### src/sv/isp_pkg.sv
// Shared types and constants for the interval slot profiler.
// Used by the controller, the datapath, the top level and the port checker.
package isp_pkg;

    // Fixed field widths of the event and result transactions
    localparam int CMD_W        = 1;
    localparam int TICK_W       = 48;
    localparam int TYPE_FIELD_W = 6;
    localparam int SLOT_FIELD_W = 8;
    localparam int COUNT_W      = 32;
    localparam int TOTAL_W      = 64;
    localparam int OPEN_FIELD_W = 9;
    localparam int STATUS_W     = 2;

    // Event commands
    localparam logic [CMD_W-1:0] CMD_START = 1'b0;
    localparam logic [CMD_W-1:0] CMD_STOP  = 1'b1;

    // Result status codes
    typedef enum logic [STATUS_W-1:0] {
        STATUS_OK        = 2'd0,
        STATUS_NO_FREE   = 2'd1,
        STATUS_NONE_OPEN = 2'd2
    } status_t;

    // Commands from the controller to the datapath
    typedef struct packed {
        logic capture;       // latch an accepted event
        logic clear;         // clear one per-type entry
        logic start_commit;  // open a slot and report it
        logic start_err;     // report a start with no free slot
        logic stop_err;      // report a stop with nothing open
        logic stop_commit;   // close a slot, update per-type stores, report
    } isp_cmd_t;

    // Status from the datapath to the controller
    typedef struct packed {
        logic is_stop;       // captured event is a stop
        logic full;          // every slot is open
        logic empty;         // no slot is open
        logic clear_last;    // clearing pass is at its last entry
    } isp_status_t;

endpackage

### src/sv/isp_ctrl.sv
// Controller for the interval slot profiler: sequences clearing, lookup and
// accumulation. Depends on isp_pkg for the command and status structs.
module isp_ctrl (
    input  logic                 clk,
    input  logic                 rst_n,
    input  logic                 start,
    input  isp_pkg::isp_status_t stat,
    output isp_pkg::isp_cmd_t    cmd,
    output logic                 busy
);
    import isp_pkg::*;

    typedef enum logic [1:0] {
        ST_CLEAR,
        ST_IDLE,
        ST_LOOK,
        ST_ACC
    } state_t;

    state_t state_reg;
    state_t state_next;
    logic   busy_reg;

    // Decode next state and datapath commands
    always_comb
    begin
        state_next = state_reg;
        cmd        = '0;
        unique case (state_reg)
            ST_CLEAR:
            begin
                cmd.clear = 1'b1;
                if (stat.clear_last)
                begin
                    state_next = ST_IDLE;
                end
            end
            ST_IDLE:
            begin
                if (start)
                begin
                    cmd.capture = 1'b1;
                    state_next  = ST_LOOK;
                end
            end
            ST_LOOK:
            begin
                priority if (!stat.is_stop && stat.full)
                begin
                    cmd.start_err = 1'b1;
                    state_next    = ST_IDLE;
                end
                else if (!stat.is_stop)
                begin
                    cmd.start_commit = 1'b1;
                    state_next       = ST_IDLE;
                end
                else if (stat.empty)
                begin
                    cmd.stop_err = 1'b1;
                    state_next   = ST_IDLE;
                end
                else
                begin
                    state_next = ST_ACC;
                end
            end
            ST_ACC:
            begin
                cmd.stop_commit = 1'b1;
                state_next      = ST_IDLE;
            end
            default:
            begin
                state_next = ST_IDLE;
            end
        endcase
    end

    // Hold state and the registered busy flag
    always_ff @(posedge clk or negedge rst_n)
    begin
        if (!rst_n)
        begin
            state_reg <= ST_CLEAR;
            busy_reg  <= 1'b1;
        end
        else
        begin
            state_reg <= state_next;
            busy_reg  <= (state_next != ST_IDLE);
        end
    end

    assign busy = busy_reg;

endmodule

### config.mk
export PLATFORM = sky130hd
export DESIGN_NAME = isp_ctrl
export DESIGN_NICKNAME = d
export VERILOG_FILES = /design/src/sv/isp_pkg.sv /design/src/sv/isp_ctrl.sv
export SDC_FILE = /design/constraint.sdc
export NUM_CORES = 1
export LEC_CHECK = 0
export ABC_AREA = 1
export BUFFER_PORTS_ARGS = -buffer_cell sky130_fd_sc_hd__buf_2
export CAP_MARGIN = 10
export CORE_AREA = 4 4 41 43
export CTS_CLUSTER_DIAMETER = 50
export DETAILED_ROUTE_END_ITERATION = 8
export DIE_AREA = 0 0 45 47
export GPL_TIMING_DRIVEN = 0
export PLACE_DENSITY = 0.41
export SLEW_MARGIN = 20
export SYNTH_ARGS = -nofsm -noshare
export SYNTH_HDL_FRONTEND = slang
export SYNTH_SLANG_ARGS = --single-unit
### constraint.sdc
create_clock -name clk -period 1.4 [get_ports clk]
set_clock_uncertainty 0.05 [all_clocks]
set_input_delay 0 -clock clk [delete_from_list [all_inputs] [get_ports clk]]
set_output_delay 0 -clock clk [all_outputs]
set_load 0.02 [all_outputs]
; ---- After elaboration in Yosys (flattened, before gate mapping)
; Cells that the tools add are included.
[totals]
output_inout_bits = 7
wordCells = 26
regBits = 3
[classes]
reduce_logical = 3
n_eq_ne = 4
n_mux = 17
[ops]
columns = cell, n
row1 = 1-bit 2-to-1 mux, 10
row2 = 2-bit 2-to-1 mux, 5
row3 = 2-bit one-hot mux with 4 select lines, 1
row4 = "2-bit equality test, second input constant", 2
row5 = 3-bit 2-to-1 mux, 1
row6 = "2-bit by 1-bit equality test with 1-bit output, second input constant", 1
row7 = 2-bit zero test, 1
row8 = "2-bit by 1-bit != test with 1-bit output, second input constant", 1
row9 = 1-bit logical AND, 1
row10 = 1-bit zero test, 1

; ---- Longest topological paths before layout
; Gate-level depths: netlist of run 1.
[depth]
ltp_word = 5
ltp_mapped = 4
ltp_nobuf = 4

; ---- Worst setup path after synthesis of run 1
; Ideal clock, no wire load.
[synth_timing]
path_type = register to register
startpoint = register state_reg[1]
endpoint = register state_reg[0]
path_buffers = 0
slack_ns = 0.331
path_stages_with_launch = 3
t_arrival_ns = 0.877
setup_time_ns = 0.143
cell_sequence = dfrtp_1 -> nor2_1 -> a21oi_1
[synth_via]
elab_chain_len = 2
elab_cells_between_ends = 5
cone_classes = eq/ne: 3 / mux: 1 / reduce/logical: 1
[synth_rtl]
columns = element, line_no
row1 = start: declaration, isp_ctrl.sv:20  ; state_t state_reg;
row2 = start signal: assignment, isp_ctrl.sv:90  ; state_reg <= state_next;
row3 = "2-bit equality test, or another cell as far along", isp_ctrl.sv:29  ; unique case (state_reg)
row4 = 2-bit one-hot mux with 4 select lines (*), isp_ctrl.sv:29
row5 = named net state_next[0], isp_ctrl.sv:21  ; state_t state_next;
; Mark *: on every way through the listed nets, which the timed path passes. The rest lies on a longest branch.

==> results of run 1 <==
-- worst min path at each step --
| stage | from | endpoint | slack (ns) | cells past startpoint |
|---|---|---|---|---|
| after floorplan | rst_n | state_reg[0] | -0.35 | 0 |
| after detailed placement | rst_n | state_reg[1] | -0.26 | 1 |
| final | start | busy | 0.01 | 3 |
| after global placement | rst_n | state_reg[1] | -0.25 | 1 |
| after CTS | start | busy | 0.006 | 3 |
| after global routing | start | busy | 0.03 | 3 |
-- cell usage after synthesis (all sizes together) --
| cell | count |
|---|---|
| nand2 | 8 |
| nor2 | 6 |
| nor3 | 1 |
| nand3 | 2 |
| a21oi | 1 |
| dfstp | 1 |
| inv | 5 |
| dfrtp | 2 |
-- metal layers --
layer / up-vias / global-route usage [%]
li1: 116 / -
met1: 81 / 5.48
met2: 7 / 7.91
met3: 0 / 1.92
met4: 0 / 7.02
met5: - / 0
-- cells by family (layout without fill, tap and decap cells) --
logic type             Yosys count  after routing  share of synthesized area, %
buffers and inverters            5             25                          11.2
AND/OR/NAND/NOR                 17             17                          40.3
flip-flops                       3              3                          45.5
AO/OA/AOI/OAI                    1              1                          2.98
-- power by group --
group | internal, mW | switching [mW] | leakage [nW]
clock network | 0.107 | 0.0419 | 0.0150
logic | 0.0677 | 0.121 | 0.138
registers | 0.126 | 0.0300 | 0.0341
total | 0.301 | 0.193 | 0.187
-- worst max-delay path, stage by stage (launching register included) --
cell and delay (ns):
dfrtp_1 0.42, inv_1 0.07, nand2_1 0.07, nor3_1 0.13, buf_2 0.19
-- stage by stage --
stage               power [mW]  instances  setup WS (ns)  cell area (um2)  hold WS, ns
floorplan                0.275         26          0.331              168       -0.346
global placement         0.344         54          0.476              251       -0.251
CTS                      0.508         61          0.225              308      0.00596
detailed placement       0.344         54          0.478              251       -0.255
global route             0.543         61          0.159              308       0.0317
finish                   0.494         61          0.242              308       0.0126
-- final cells by class --
type                            instances  area, um2  area share, %
Timing Repair Buffer                   16       95.1           30.9
Sequential cell                         3       76.3           24.8
Multi-Input combinational cell         18       72.6           23.6
Clock buffer                            4       26.3           8.54
Inverter                                5       18.8           6.10
Tap cell                               15       18.8           6.10
-- timing repair --
item                                    4_1_cts  5_1_grt
endpoints found under the hold margin         5        0
hold buffers                                  3        0
endpoints found under the setup margin        0        0
==> metrics.md, run 1 <==
| Metric | Value |
|---|---|
| Status | finished clean |
| Met3 routed WL | 42 um |
| TritonRoute pass-1 iters | 2 |
| Commonest non-fill, non-tap cell in the layout | buf_2 |
| GPL Wtd Cong | 0.696 |
| CTS resizes | 0 |
| Global Route Usage Sum | 5.46% |
| Antenna cells | 0 |
| Yosys top cell by area | dfrtp_1 |
| Tightest Hold Check Type | input pin to register |
| Reg2Reg Setup Slack | 0.53 ns |
| Reg2reg end | state_reg[0] |
| Post-route ant nets | 0 |
| Final wirelength | 448 um |
| Post-route setup TNS | 0 ns |
| Clk slew on worst S/H paths | 0.04 ns |
| Top sig layer | met3 |
| Fin crit share | 82.7% |
| FF+latch count, synth | 3 |
| RSZ-0062 raised after global routing | false |
| Synthesis Warnings | 0 |
| Initial antenna violation count | 0 |
| # rows | 13 |
| Die X | 45 um |
| Worst ir drop on vdd | 0.000513 V |
| Vias | 204 |
| Max FFs per register | 2 |
| Critical path required time | 1.35 ns |
| Layout cells sized above 1 | 37.0% |
| Post-CTS Setup Inserts | 0 |
| Sequential element share of the synthesized area | 45.5% |
| WL/cell | 7.34 um |
| Iteration-0 DRC Markers | 1 |
| Crit path launch type | register |
| Mapped Cells | 26 |
| Area Overhead vs Synth | 83.6% |
| Routed vias/inst | 3.34 |
| Pleak | 0.187 nW |
| Largest net degree at the start of global routing | 7 |
| Worst skew pair latency | 0.23 ns |
| Die Y | 47 um |
| Main area contributors after synthesis | dfrtp_1 (30%), nand2_1 (18%), dfstp_2 (16%), nor2_1 (13%), inv_1 (11%) |
| Crit. End Element | output pin |
| Syn avg cell area | 6.45 um2 |
| Most frequent cells in the layout | buf_2 (13), nand2_1 (8), nor2_1 (6), inv_1 (5) |
| Yosys cell types | 8 |
| Nets | 54 |
| Final Hold Vio Count | 0 |
| H-tree depth | 1 |
| Final setup fails | 0 |
| DP HPWL | 362 um |
| IO Pins | 14 |
| Least-Margin Pin Slew | 0.182 ns |
| Sinks on Clock Net | 3 |
| Setup CP Type | register to output pin |
| FMAX | 864 MHz |
| Bufs on Longest Clock Path | 2 |
| Share of the synthesized area in the top cell type | 29.9% |
| CTS Buf Count | 3 |
| RR Startpoint | state_reg[0] |
| Initial Util | 12.9% |
| Die area | 2120 um2 |
| Clock root cell | clkbuf_4 |
| Critical path origin | state_reg[0] |
| Rel. slew slack | 87.9% |
| PD cells | 1600 nW/um2 |
| Tmin final | 1.16 ns |
| Post-synth net total | 33 |
| DR WL met2 | 223 um |
| CP max FO | 6 |
| Crit path DAT | 1.11 ns |
| Slew Limit Fails | 0 |
| Grt ovf | 0 |
| First-pass GRT wire length | 786 um |
| Max-cap violations | 0 |
| CTS tree | yes |
| Core Region | 1300 um2 |
| Reg2reg path depth | 2 |
| Critical Path End | cmd[3] |
| M1 WL | 181 um |
| Synthesized area | 168 um2 |
| Layout fillers | 162 |
| Number of global-route vias before repair | 221 |
| DRC Markers | 0 |
| Number of buffers added on ports | 13 |
| Final core utilization | 23.7% |
Power figures use the tool's default switching activity.
==> run 2: changes to the inputs <==
PLACE_DENSITY = 0.42   (was 0.41)
clock period = 1 ns   (was 1.4 ns; I/O delays follow)
==> run 2 against run 1 <==
The flow now finishes with violations (negative setup slack). Register-to-register slack got worse by 0.46 ns. Power grew 77%. Global-route usage up 1.5 points. Via count increased by 16%. Hold slack improved by 0.030 ns. Critical path depth stayed put. Non-clock buffer count rose by 3. Sequential power is 52% higher. Sequential cell count unchanged. First-iteration DRC count down 100%. Die area unchanged. Clock power up 45%. Critical path type unchanged. Critical endpoint unchanged.
==> metrics.md, run 2 (synthesized netlist as in run 1, its figures left out) <==
| Metric | Value |
|---|---|
| Status | finished, violations left |
| Violated checks | negative setup slack |
| Max-cap violations | 0 (unchanged) |
| Sequential Power Share | 27.2% (-4.5 points) |
| Crit path DAT | 1.05 ns (-0.06 ns) |
| Pleak | 0.212 nW (+13%) |
| Busiest layer in global routing | met2 |
| DP HPWL | 381 um (+5.3%) |
| TritonRoute pass-1 iters | 1 (-1) |
| Vias | 237 (+16%) |
| Sinks on Clock Net | 3 (unchanged) |
| Tightest Hold Check Type | input pin to asynchronous set/reset pin |
| PD cells | 2180 nW/um2 (+36%) |
| Global-route met2 utilization | 11.0% (+3.1 points) |
| Hold Slack | 0.0427 ns (+0.0301 ns) |
| Die X | 45 um (unchanged) |
| Max FFs per register | 2 (unchanged) |
| Fin crit share | 110% |
| RSZ-0062 raised after global routing | true |
| Slew Limit Fails | 0 (unchanged) |
| Layout cells sized above 1 | 55.1% (+18 points) |
| Final Hold Vio Count | 0 (unchanged) |
| Core Region | 1300 um2 (unchanged) |
| Iteration-0 DRC Markers | 0 (-1) |
| CTS tree | yes |
| Clock power share | 24.8% (-5.3 points) |
| Antenna cells | 0 (unchanged) |
| Power share of the combinational group | 48.0% (+9.8 points) |
| Bufs on Longest Clock Path | 2 (unchanged) |
| # rows | 13 (unchanged) |
| Initial Util | 12.9% (unchanged) |
| FMAX | 906 MHz |
| Clk slew on worst S/H paths | 0.04 ns (about the same) |
| Met3 Usage GRT | 1.53% (-0.38 points) |
| Sw frac | 39.4% (+0.28 points) |
| Worst skew pair latency | 0.23 ns (about the same) |
| Rel. slew slack | 89.9% (+2.0 points) |
| Tmin final | 1.10 ns |
| P_sw | 0.343 mW (+78%) |
| Internal Power | 0.528 mW (+76%) |
| Clock root cell | clkbuf_4 |
| DRC Markers | 0 (unchanged) |
| IO Pins | 14 (unchanged) |
| Die Y | 47 um (unchanged) |
| Largest net degree at the start of global routing | 7 (unchanged) |
| Post-route ant nets | 0 (unchanged) |
| Number of global-route vias before repair | 249 (+13%) |
| Crit. End Element | output pin |
| GPL Wtd Cong | 0.715 (+2.7%) |
| Finished Layout Cells | 64 (+4.9%) |
| Number of buffers added on ports | 13 (unchanged) |
| Dpl cells | 54 (unchanged) |
| First-pass GRT wire length | 938 um (+19%) |
| CTS Buf Count | 3 (unchanged) |
| Layout fillers | 146 (-9.9%) |
| Most frequent cells in the layout | nand2_1 (7), buf_2 (7) |
| Worst ir drop on vdd | 0.000996 V (+94%) |
| Nets | 57 (+5.6%) |
| CP max FO | 5 (-1) |
| Final wirelength | 555 um (+24%) |
| M1 GR Usage | 6.15% (+0.67 points) |
| Initial antenna violation count | 0 (unchanged) |
| Least-Margin Pin Slew | 0.152 ns (-0.0301 ns) |
| Setup CP Type | register to output pin |
| Setup ws final | -0.103 ns (-0.345 ns) |
| Die area | 2120 um2 (unchanged) |
| Global Route Usage Sum | 6.96% (+1.5 points) |
| Area Overhead vs Synth | 138% |
| Critical path required time | 0.95 ns (-0.40 ns) |
| WL/cell | 8.67 um (+18%) |
| H-tree depth | 1 (unchanged) |
| Crit path launch type | register |
| Grt ovf | 0 (unchanged) |
| Final core utilization | 30.7% (+7.0 points) |
| Pre-CTS WS | 0.0738 ns (-0.404 ns) |
| Routed vias/inst | 3.70 (+11%) |
| Final setup fails | 5 (+5) |
## run 2: cell types whose count changed in the layout (fill, tap and decap cells not counted), sizes merged
cell	delta
buf	+2
dlygate4sd3	+1
## run 2: area by class of cell
| class | count | area [um2] | share of cell area, % |
|---|---|---|---|
| repair buffers | 19 | 150 | 37.6 |
| multi-input cells | 18 | 106 | 26.6 |
| inverters | 5 | 18.8 | 4.70 |
| clock buffers | 4 | 26.3 | 6.58 |
| well taps | 15 | 18.8 | 4.70 |
| flip-flops and latches | 3 | 78.8 | 19.7 |
## run 2: what timing repair did
item,4_1_cts,5_1_grt
resized for setup,9,11
buffers inserted,0,2
setup endpoints to repair,6,6
pin swaps,1,2
endpoints found under the hold margin,6,0
hold buffers,4,0
## run 2: power by group through the flow
stage          sequential (mW)  combinational (mW)  clock (mW)
6_report                 0.237               0.418       0.216
5_1_grt                  0.247               0.455       0.244
4_1_cts                  0.233               0.315       0.224
3_5_place_dp             0.227               0.265           0
3_3_place_gp             0.226               0.265           0
2_1_floorplan            0.240               0.154           0
## run 2: path summary, 6_finish.rpt
kind                              startpoint           end  slack [ns]  cells past startpoint
worst min-delay path                   rst_n  state_reg[1]        0.04                      2
worst min register to register  state_reg[1]          busy        0.58                      3
worst max-delay path            state_reg[0]        cmd[3]       -0.10                      4
worst max register to register  state_reg[0]  state_reg[0]        0.07                      3
max in group asynchronous              rst_n          busy        0.66                      2
min in group clk                       start  state_reg[0]        0.08                      4
## run 2: metrics by stage
step | setup TNS, ns | cell area, um2 | power (mW)
after global placement | 0 | 259 | 0.491
after global routing | -0.720 | 399 | 0.946
after CTS | -0.405 | 345 | 0.772
after floorplan | -0.0330 | 175 | 0.394
final | -0.394 | 399 | 0.871
after detailed placement | 0 | 259 | 0.491
## run 2: critical path: stages, from the launching register on
cell and delay, ns:
dfrtp_2 0.43, inv_2 0.07, nand2_4 0.06, nor3_4 0.12, buf_6 0.14
## run 2: routing by layer
metal	wire [um]	up-vias
li1	-	125
met4	0	0
met1	193	105
met2	318	7
met3	43	0
met5	0	-
